==> config.mk <==
export PLATFORM = sky130hd
export DESIGN_NAME = display_aspect_size_calc_core
export DESIGN_NICKNAME = d
export VERILOG_FILES = /design/src/rtl/dasc_pkg.sv /design/src/rtl/dasc_div.sv /design/src/rtl/dasc_gcd.sv /design/src/rtl/display_aspect_size_calc_core.sv
export SDC_FILE = /design/constraint.sdc
export NUM_CORES = 2
export LEC_CHECK = 0
export BUFFER_PORTS_ARGS = -buffer_cell sky130_fd_sc_hd__buf_4
export CAP_MARGIN = 20
export CORE_ASPECT_RATIO = 2
export CORE_MARGIN = 4
export CORE_UTILIZATION = 45
export CTS_BUF_LIST = sky130_fd_sc_hd__clkbuf_4 sky130_fd_sc_hd__clkbuf_8 sky130_fd_sc_hd__clkbuf_16
export DETAILED_ROUTE_END_ITERATION = 6
export PLACE_DENSITY = 0.68
export SLEW_MARGIN = 5
export SYNTH_ARGS = -nofsm -noshare
export SYNTH_HDL_FRONTEND = slang
export SYNTH_HIERARCHICAL = 1
export SYNTH_SLANG_ARGS = --single-unit
==> constraint.sdc <==
create_clock -name clk -period 10.29 [get_ports clk]
set_input_delay 1.029 -clock clk [delete_from_list [all_inputs] [get_ports clk]]
set_output_delay 1.029 -clock clk [all_outputs]
set_load 0.01 [all_outputs]
==> src/rtl/dasc_pkg.sv <==
// Shared types and constants for the display aspect size calculator.
package dasc_pkg;

    localparam int PORT_BITS = 16;
    localparam int OUT_BITS  = 31;

    localparam logic [OUT_BITS-1:0] OUT_MAX = '1;

    // request to the shared divider
    typedef struct packed {
        logic start;
        logic long_op;
    } div_ctl_t;

    // status returned by an iterative unit
    typedef struct packed {
        logic busy;
        logic done;
    } unit_stat_t;

endpackage

==> src/rtl/dasc_div.sv <==
// Restoring radix-2 divider, one quotient bit per cycle.
module dasc_div #(
    parameter int DW = 48,
    parameter int VW = 32
) (
    input  logic                clk,
    input  logic                rst_n,
    input  dasc_pkg::div_ctl_t  ctl,
    input  logic [DW-1:0]       dividend,
    input  logic [VW-1:0]       divisor,
    output dasc_pkg::unit_stat_t stat,
    output logic [DW-1:0]       quo,
    output logic [VW-1:0]       rem
);

    localparam int CNT_BITS = $clog2(DW + 1);

    logic [DW-1:0]       q_reg, q_next;
    logic [VW-1:0]       r_reg, r_next;
    logic [VW-1:0]       d_reg, d_next;
    logic [CNT_BITS-1:0] cnt_reg, cnt_next;
    logic                busy_reg, busy_next;
    logic                done_reg, done_next;

    logic [VW:0] r_sh;
    logic [VW:0] trial;
    logic        ge;

    assign r_sh  = {r_reg, q_reg[DW-1]};
    assign ge    = (r_sh >= {1'b0, d_reg});
    assign trial = r_sh - {1'b0, d_reg};

    always_comb
    begin
        q_next    = q_reg;
        r_next    = r_reg;
        d_next    = d_reg;
        cnt_next  = cnt_reg;
        busy_next = busy_reg;
        done_next = 1'b0;
        if (ctl.start)
        begin
            d_next    = divisor;
            r_next    = '0;
            busy_next = 1'b1;
            if (ctl.long_op)
            begin
                q_next   = dividend;
                cnt_next = CNT_BITS'(DW);
            end
            else
            begin
                // short op: only the low VW bits take part
                q_next   = {dividend[VW-1:0], {(DW-VW){1'b0}}};
                cnt_next = CNT_BITS'(VW);
            end
        end
        else if (busy_reg)
        begin
            q_next   = {q_reg[DW-2:0], ge};
            r_next   = ge ? trial[VW-1:0] : r_sh[VW-1:0];
            cnt_next = cnt_reg - 1'b1;
            if (cnt_reg == CNT_BITS'(1))
            begin
                busy_next = 1'b0;
                done_next = 1'b1;
            end
        end
    end

    always_ff @(posedge clk or negedge rst_n)
    begin
        if (!rst_n)
        begin
            busy_reg <= 1'b0;
            done_reg <= 1'b0;
            cnt_reg  <= '0;
        end
        else
        begin
            busy_reg <= busy_next;
            done_reg <= done_next;
            cnt_reg  <= cnt_next;
        end
    end

    always_ff @(posedge clk)
    begin
        q_reg <= q_next;
        r_reg <= r_next;
        d_reg <= d_next;
    end

    assign stat.busy = busy_reg;
    assign stat.done = done_reg;
    assign quo       = q_reg;
    assign rem       = r_reg;

    a_busy_count: assert property (@(posedge clk) disable iff (!rst_n)
        busy_reg |-> cnt_reg != '0)
        else $error("divider busy with an empty bit count");

    a_done_idle: assert property (@(posedge clk) disable iff (!rst_n)
        done_reg |-> !busy_reg && $past(busy_reg))
        else $error("divider done without a running division");

endmodule

==> src/rtl/dasc_gcd.sv <==
// Binary greatest common divisor, one subtract or shift step per cycle.
module dasc_gcd #(
    parameter int W = 32
) (
    input  logic                 clk,
    input  logic                 rst_n,
    input  logic                 start,
    input  logic [W-1:0]         a,
    input  logic [W-1:0]         b,
    output dasc_pkg::unit_stat_t stat,
    output logic [W-1:0]         g
);

    localparam int K_BITS = $clog2(W);

    logic [W-1:0]      a_reg, a_next;
    logic [W-1:0]      b_reg, b_next;
    logic [K_BITS-1:0] k_reg, k_next;
    logic              busy_reg, busy_next;
    logic              shift_reg, shift_next;
    logic              done_reg, done_next;

    logic [W:0]   a_minus_b;
    logic [W-1:0] b_minus_a;

    assign a_minus_b = {1'b0, a_reg} - {1'b0, b_reg};
    assign b_minus_a = b_reg - a_reg;

    always_comb
    begin
        a_next     = a_reg;
        b_next     = b_reg;
        k_next     = k_reg;
        busy_next  = busy_reg;
        shift_next = shift_reg;
        done_next  = 1'b0;
        if (start)
        begin
            a_next     = a;
            b_next     = b;
            k_next     = '0;
            busy_next  = 1'b1;
            shift_next = 1'b0;
        end
        else if (busy_reg && shift_reg)
        begin
            // restore the common power of two
            a_next = {a_reg[W-2:0], 1'b0};
            k_next = k_reg - 1'b1;
            if (k_reg == K_BITS'(1))
            begin
                busy_next = 1'b0;
                done_next = 1'b1;
            end
        end
        else if (busy_reg)
        begin
            if (a_reg == b_reg)
            begin
                if (k_reg == '0)
                begin
                    busy_next = 1'b0;
                    done_next = 1'b1;
                end
                else
                begin
                    shift_next = 1'b1;
                end
            end
            else if (!a_reg[0] && !b_reg[0])
            begin
                a_next = a_reg >> 1;
                b_next = b_reg >> 1;
                k_next = k_reg + 1'b1;
            end
            else if (!a_reg[0])
            begin
                a_next = a_reg >> 1;
            end
            else if (!b_reg[0])
            begin
                b_next = b_reg >> 1;
            end
            else if (!a_minus_b[W])
            begin
                a_next = a_minus_b[W-1:0] >> 1;
            end
            else
            begin
                b_next = b_minus_a >> 1;
            end
        end
    end

    always_ff @(posedge clk or negedge rst_n)
    begin
        if (!rst_n)
        begin
            busy_reg  <= 1'b0;
            shift_reg <= 1'b0;
            done_reg  <= 1'b0;
            k_reg     <= '0;
        end
        else
        begin
            busy_reg  <= busy_next;
            shift_reg <= shift_next;
            done_reg  <= done_next;
            k_reg     <= k_next;
        end
    end

    always_ff @(posedge clk)
    begin
        a_reg <= a_next;
        b_reg <= b_next;
    end

    assign stat.busy = busy_reg;
    assign stat.done = done_reg;
    assign g         = a_reg;

    a_shift_busy: assert property (@(posedge clk) disable iff (!rst_n)
        shift_reg && busy_reg |-> k_reg != '0)
        else $error("gcd shifting back with no pending power of two");

endmodule

==> src/rtl/display_aspect_size_calc_core.sv <==
// Natural display size from frame size and pixel aspect ratio.
// An empty size skips the arithmetic; otherwise the sequence is two multiplies, the gcd,
// three or four short divides, a final multiply and one long divide.
// Throughput: one item at a time; in_ready is high only between items.
// Reset: rst_n clears the sequencer and the output valid asynchronously.
module display_aspect_size_calc_core #(
    parameter int DIM_BITS = 16
) (
    input  logic                          clk,
    input  logic                          rst_n,
    input  logic                          in_valid,
    output logic                          in_ready,
    input  logic                          has_video,
    input  logic                          caps_valid,
    input  logic [dasc_pkg::PORT_BITS-1:0] source_width,
    input  logic [dasc_pkg::PORT_BITS-1:0] source_height,
    input  logic [dasc_pkg::PORT_BITS-1:0] par_num,
    input  logic [dasc_pkg::PORT_BITS-1:0] par_den,
    output logic                          out_valid,
    input  logic                          out_ready,
    output logic [dasc_pkg::OUT_BITS-1:0]  out_width,
    output logic [dasc_pkg::OUT_BITS-1:0]  out_height,
    output logic                          size_valid,
    output logic                          saturated
);

    localparam int D  = DIM_BITS;
    localparam int PW = 2 * DIM_BITS;
    localparam int QW = 3 * DIM_BITS;
    localparam int CW = (QW > 32) ? QW : 32;
    localparam int OB = dasc_pkg::OUT_BITS;

    localparam logic [3:0] S_IDLE     = 4'd0;
    localparam logic [3:0] S_MULW     = 4'd1;
    localparam logic [3:0] S_MULH     = 4'd2;
    localparam logic [3:0] S_GCD_GO   = 4'd3;
    localparam logic [3:0] S_GCD_WAIT = 4'd4;
    localparam logic [3:0] S_DIV_GO   = 4'd5;
    localparam logic [3:0] S_DIV_WAIT = 4'd6;
    localparam logic [3:0] S_PROD     = 4'd7;
    localparam logic [3:0] S_FIN      = 4'd8;

    localparam logic [2:0] OP_DIVW  = 3'd0;
    localparam logic [2:0] OP_DIVH  = 3'd1;
    localparam logic [2:0] OP_MODH  = 3'd2;
    localparam logic [2:0] OP_MODW  = 3'd3;
    localparam logic [2:0] OP_SCALE = 3'd4;

    logic [3:0]    state_reg, state_next;
    logic [2:0]    op_reg, op_next;
    logic          out_valid_reg, out_valid_next;

    logic [D-1:0]  sw_reg, sw_next;
    logic [D-1:0]  sh_reg, sh_next;
    logic [D-1:0]  pn_reg, pn_next;
    logic [D-1:0]  pd_reg, pd_next;
    logic [PW-1:0] dw_reg, dw_next;
    logic [PW-1:0] dh_reg, dh_next;
    logic [PW-1:0] g_reg, g_next;
    logic [QW-1:0] prod_reg, prod_next;
    logic          keep_h_reg, keep_h_next;
    logic [OB-1:0] res_w_reg, res_w_next;
    logic [OB-1:0] res_h_reg, res_h_next;
    logic          res_ok_reg, res_ok_next;
    logic          res_sat_reg, res_sat_next;
    logic [OB-1:0] out_w_reg, out_w_next;
    logic [OB-1:0] out_h_reg, out_h_next;
    logic          out_ok_reg, out_ok_next;
    logic          out_sat_reg, out_sat_next;

    logic [D-1:0]  mul_a;
    logic [PW-1:0] mul_b;
    logic [QW-1:0] mul_p;

    dasc_pkg::div_ctl_t   div_ctl;
    dasc_pkg::unit_stat_t div_stat;
    dasc_pkg::unit_stat_t gcd_stat;
    logic [QW-1:0] div_dividend;
    logic [PW-1:0] div_divisor;
    logic [QW-1:0] div_quo;
    logic [PW-1:0] div_rem;
    logic [PW-1:0] gcd_g;
    logic          quo_sat;
    logic [OB-1:0] quo_clip;
    logic          in_empty;

    assign in_empty = !has_video || !caps_valid
                   || (source_width[D-1:0] == '0) || (source_height[D-1:0] == '0)
                   || (par_num[D-1:0] == '0) || (par_den[D-1:0] == '0);

    // single shared multiplier
    always_comb
    begin
        case (state_reg)
            S_MULW:
            begin
                mul_a = sw_reg;
                mul_b = PW'(pn_reg);
            end
            S_MULH:
            begin
                mul_a = sh_reg;
                mul_b = PW'(pd_reg);
            end
            S_PROD:
            begin
                mul_a = keep_h_reg ? sh_reg : sw_reg;
                mul_b = keep_h_reg ? dw_reg : dh_reg;
            end
            default:
            begin
                mul_a = '0;
                mul_b = '0;
            end
        endcase
    end

    assign mul_p = mul_a * mul_b;

    always_comb
    begin
        div_ctl.start   = (state_reg == S_DIV_GO);
        div_ctl.long_op = 1'b0;
        case (op_reg)
            OP_DIVW:
            begin
                div_dividend = QW'(dw_reg);
                div_divisor  = g_reg;
            end
            OP_DIVH:
            begin
                div_dividend = QW'(dh_reg);
                div_divisor  = g_reg;
            end
            OP_MODH:
            begin
                div_dividend = QW'(sh_reg);
                div_divisor  = dh_reg;
            end
            OP_MODW:
            begin
                div_dividend = QW'(sw_reg);
                div_divisor  = dw_reg;
            end
            OP_SCALE:
            begin
                div_dividend    = prod_reg;
                div_divisor     = keep_h_reg ? dh_reg : dw_reg;
                div_ctl.long_op = 1'b1;
            end
            default:
            begin
                div_dividend = '0;
                div_divisor  = '0;
            end
        endcase
    end

    dasc_div #(
        .DW(QW),
        .VW(PW)
    ) u_div (
        .clk      (clk),
        .rst_n    (rst_n),
        .ctl      (div_ctl),
        .dividend (div_dividend),
        .divisor  (div_divisor),
        .stat     (div_stat),
        .quo      (div_quo),
        .rem      (div_rem)
    );

    dasc_gcd #(
        .W(PW)
    ) u_gcd (
        .clk   (clk),
        .rst_n (rst_n),
        .start (state_reg == S_GCD_GO),
        .a     (dw_reg),
        .b     (dh_reg),
        .stat  (gcd_stat),
        .g     (gcd_g)
    );

    assign quo_sat  = (CW'(div_quo) > CW'(dasc_pkg::OUT_MAX));
    assign quo_clip = quo_sat ? dasc_pkg::OUT_MAX : OB'(div_quo);

    always_comb
    begin
        state_next     = state_reg;
        op_next        = op_reg;
        out_valid_next = out_valid_reg;
        sw_next        = sw_reg;
        sh_next        = sh_reg;
        pn_next        = pn_reg;
        pd_next        = pd_reg;
        dw_next        = dw_reg;
        dh_next        = dh_reg;
        g_next         = g_reg;
        prod_next      = prod_reg;
        keep_h_next    = keep_h_reg;
        res_w_next     = res_w_reg;
        res_h_next     = res_h_reg;
        res_ok_next    = res_ok_reg;
        res_sat_next   = res_sat_reg;
        out_w_next     = out_w_reg;
        out_h_next     = out_h_reg;
        out_ok_next    = out_ok_reg;
        out_sat_next   = out_sat_reg;

        if (out_valid_reg && out_ready)
        begin
            out_valid_next = 1'b0;
        end

        case (state_reg)
            S_IDLE:
            begin
                if (in_valid)
                begin
                    sw_next = source_width[D-1:0];
                    sh_next = source_height[D-1:0];
                    pn_next = par_num[D-1:0];
                    pd_next = par_den[D-1:0];
                    if (in_empty)
                    begin
                        res_w_next   = '0;
                        res_h_next   = '0;
                        res_ok_next  = 1'b0;
                        res_sat_next = 1'b0;
                        state_next   = S_FIN;
                    end
                    else
                    begin
                        state_next = S_MULW;
                    end
                end
            end
            S_MULW:
            begin
                dw_next    = mul_p[PW-1:0];
                state_next = S_MULH;
            end
            S_MULH:
            begin
                dh_next    = mul_p[PW-1:0];
                state_next = S_GCD_GO;
            end
            S_GCD_GO:
            begin
                state_next = S_GCD_WAIT;
            end
            S_GCD_WAIT:
            begin
                if (gcd_stat.done)
                begin
                    g_next     = gcd_g;
                    op_next    = OP_DIVW;
                    state_next = S_DIV_GO;
                end
            end
            S_DIV_GO:
            begin
                state_next = S_DIV_WAIT;
            end
            S_DIV_WAIT:
            begin
                if (div_stat.done)
                begin
                    case (op_reg)
                        OP_DIVW:
                        begin
                            dw_next    = div_quo[PW-1:0];
                            op_next    = OP_DIVH;
                            state_next = S_DIV_GO;
                        end
                        OP_DIVH:
                        begin
                            dh_next    = div_quo[PW-1:0];
                            op_next    = OP_MODH;
                            state_next = S_DIV_GO;
                        end
                        OP_MODH:
                        begin
                            if (div_rem == '0)
                            begin
                                keep_h_next = 1'b1;
                                state_next  = S_PROD;
                            end
                            else
                            begin
                                op_next    = OP_MODW;
                                state_next = S_DIV_GO;
                            end
                        end
                        OP_MODW:
                        begin
                            // keep width only when it divides evenly
                            keep_h_next = (div_rem != '0);
                            state_next  = S_PROD;
                        end
                        OP_SCALE:
                        begin
                            res_ok_next  = 1'b1;
                            res_sat_next = quo_sat;
                            if (keep_h_reg)
                            begin
                                res_w_next = quo_clip;
                                res_h_next = OB'(sh_reg);
                            end
                            else
                            begin
                                res_w_next = OB'(sw_reg);
                                res_h_next = quo_clip;
                            end
                            state_next = S_FIN;
                        end
                        default:
                        begin
                            state_next = S_IDLE;
                        end
                    endcase
                end
            end
            S_PROD:
            begin
                prod_next  = mul_p;
                op_next    = OP_SCALE;
                state_next = S_DIV_GO;
            end
            S_FIN:
            begin
                // hold until the output slot is free
                if (!out_valid_reg || out_ready)
                begin
                    out_w_next     = res_w_reg;
                    out_h_next     = res_h_reg;
                    out_ok_next    = res_ok_reg;
                    out_sat_next   = res_sat_reg;
                    out_valid_next = 1'b1;
                    state_next     = S_IDLE;
                end
            end
            default:
            begin
                state_next = S_IDLE;
            end
        endcase
    end

    always_ff @(posedge clk or negedge rst_n)
    begin
        if (!rst_n)
        begin
            state_reg     <= S_IDLE;
            op_reg        <= OP_DIVW;
            out_valid_reg <= 1'b0;
        end
        else
        begin
            state_reg     <= state_next;
            op_reg        <= op_next;
            out_valid_reg <= out_valid_next;
        end
    end

    always_ff @(posedge clk)
    begin
        sw_reg      <= sw_next;
        sh_reg      <= sh_next;
        pn_reg      <= pn_next;
        pd_reg      <= pd_next;
        dw_reg      <= dw_next;
        dh_reg      <= dh_next;
        g_reg       <= g_next;
        prod_reg    <= prod_next;
        keep_h_reg  <= keep_h_next;
        res_w_reg   <= res_w_next;
        res_h_reg   <= res_h_next;
        res_ok_reg  <= res_ok_next;
        res_sat_reg <= res_sat_next;
        out_w_reg   <= out_w_next;
        out_h_reg   <= out_h_next;
        out_ok_reg  <= out_ok_next;
        out_sat_reg <= out_sat_next;
    end

    assign in_ready   = (state_reg == S_IDLE);
    assign out_valid  = out_valid_reg;
    assign out_width  = out_w_reg;
    assign out_height = out_h_reg;
    assign size_valid = out_ok_reg;
    assign saturated  = out_sat_reg;

    a_empty_size: assert property (@(posedge clk) disable iff (!rst_n)
        out_valid_reg && !out_ok_reg |-> out_w_reg == '0 && out_h_reg == '0 && !out_sat_reg)
        else $error("empty size beat carries a nonzero value");

    a_div_done_wait: assert property (@(posedge clk) disable iff (!rst_n)
        div_stat.done |-> state_reg == S_DIV_WAIT)
        else $error("divider finished outside the wait state");

    a_gcd_done_wait: assert property (@(posedge clk) disable iff (!rst_n)
        gcd_stat.done |-> state_reg == S_GCD_WAIT)
        else $error("gcd finished outside the wait state");

endmodule

==> impl_results.md <==
* Outcome: finished, violations left
* Violated checks: design-rule violations
* Pwr Total at 13.5 mW
* Most common cell after layout, fill and taps aside: inv_1
* RSZ-0062 raised after global routing: false
* Routability cong. at approximately 1.0
* Io pins at about 140
* Final WL at around 180 mm
* Total area of multi-input combinational cells at 0.0262 mm^2
* Grt ovf at 0
* H-tree level count at 2
* Largest net degree at the start of global routing at 90
* Post-cts resize count at 0
* Layout cells sized above 1 at ~9%
* CTS Root Cell: clkbuf_16
* Cts bufs inserted at 52
* GRT Overall Usage at around a third
* PD cells at ~270 mW/mm^2
* Achievable Freq at between 100 and 150 MHz
* Die area at between 0.1 and 0.15 mm^2
* Crit. End Element: flip-flop
* Setup-failing EPs final at 0
* Die X at approximately 230 um
* Post-route insts no fill at about 6000
* Post-Syn Area at 0.0452 mm^2
* Via density at approximately 6.2
* Hold buffer count at cts at 0
* Setup tns final at 0 ns
* DRT Pass-1 Iters at 7
* Vias in the first global route at 39300
* Avg Inst Size Synth at between 9 and 10 um^2
* CTS sink cnt at 537
* First-pass GRT wire length at 258 mm
* Worst min path class: input pin to asynchronous set/reset pin
* WL per Instance at 29.8 um
* Crit path kind: flip-flop to flip-flop
* Clock latency on the worst-skew pair at 0.68 ns
* Initial DRC Count at 3522
* Worst VDD drop at about 0.17 mV
* Fin. max-slew vios at 0
* Final ANT Viol Nets at 0
* Tmin final at between 9 and 10 ns
* Synth warn at 6
* Initial antenna violation count at 5
* CP startpoint kind: flip-flop
* Placed Cells at just under 6000
* Clk_skew at between 0.06 and 0.07 ns
* Post-Syn Nets at between 5000 and 6000
* # nets final at ~5400
* Commonest cells after routing, fill and taps aside: 621 x inv_1, 552 x nand2_1, 531 x nor2_1
* CP required at 10.70 ns
* Die height at ~460 um
* Core Util, Final at between 40% and 50%
* Leakage Power at between 20 and 25 nW
* Max-Cap Viols at 0
* Layout area overhead at 9.55%
* Synth Instances at around 4700
* CTS tree: built
* Register area at approximately 0.016 mm^2
* Max Fanout on Critical Path at 19
* Hold Fails Final Rpt at 0
* Initial Utilization at approximately 45%
* DRC violations left at 1
* Headroom to the max-slew limit at under 10%
* Buffer count from post-CTS setup fixing at 0
* Worst-Margin Slew at between 1 and 1.5 ns
* Clock buffer depth at 3
* I/O Buffers at 135
* Post-route clock period utilization at between 90% and 100%
* Vias at approximately 37000
* Worst-path clk slew at approximately 0.070 ns
* Hpwl dp at 142 mm
* Core area at between 0.09 and 0.1 mm^2
* Worst Path Arrival at between 9 and 10 ns
* Number of core rows at between 150 and 200
* # fillers at approximately 9500
* Setup ws final at 0.855 ns
* Pre-CTS setup slack at ~1.1 ns
[cell type report]
type                            instances  area share, %
Antenna cell                            7         0.0354
Clock buffer                           58           2.73
Clock inverter                         38          0.857
Inverter                              625           4.74
Multi-Input combinational cell       3243           53.0
Sequential cell                       537           31.7
Tap cell                             1328           3.36
Timing Repair Buffer                  237           3.62
[worst max-delay path, cell delays in order, from the launching register on]
cell and delay [ns]:
dfrtp_1 0.59, nor2b_1 0.29, nand3_2 0.40, o21bai_2 0.88, a22o_1 0.67, buf_4 0.37, nand2_1 0.12, fa_1 0.54
fa_1 0.59, fa_1 0.53, inv_1 0.07, fa_1 0.52, fa_1 0.51, inv_1 0.05, fa_1 0.52, inv_1 0.06
ha_1 0.37, a21oi_1 0.29, o21ai_0 0.13, a21oi_1 0.23, a21oi_1 0.16, o21ai_0 0.43, a21oi_1 0.31, a2111oi_0 0.46
a311oi_1 0.09
[metal layers]
| metal | wire (um) | global-route usage [%] | vias up |
|---|---|---|---|
| met5 | 0 | 0 | - |
| li1 | - | - | 16000 |
| met1 | 52000 | 31.0 | 18300 |
| met4 | 24500 | 34.4 | 0 |
| met3 | 12900 | 5.98 | 996 |
| met2 | 91800 | 59.8 | 2162 |
[power breakdown]
group | switching, mW | internal, mW | leakage, nW
sequential | 0.761 | 3.30 | 5.06
clock | 0.923 | 1.11 | 0.877
combinational | 4.96 | 2.43 | 14.8
total | 6.64 | 6.84 | 20.7
[path summary, 6_finish.rpt]
path | from | slack [ns] | end | cells after the start
setup / recovery | state_reg[2] | 0.86 | prod_reg[43] | 24
hold / removal | rst_n | 0.31 | state_reg[1] | 1
setup reg to reg | state_reg[2] | 0.86 | prod_reg[43] | 24
hold reg to reg | res_w_reg[12] | 0.41 | out_width[12] | 0
max in group asynchronous | rst_n | 9.59 | op_reg[2] | 1
min in group clk | res_w_reg[12] | 0.41 | out_width[12] | 0
[per-stage QoR]
stage | instance area, um^2 | hold slack [ns]
floorplan | 45200 | 0.400
global placement | 47700 | 0.401
detailed placement | 47700 | 0.405
CTS | 49400 | 0.295
global route | 49500 | 0.329
finish | 49500 | 0.309
Note: power is estimated with default switching activity, not from simulation.
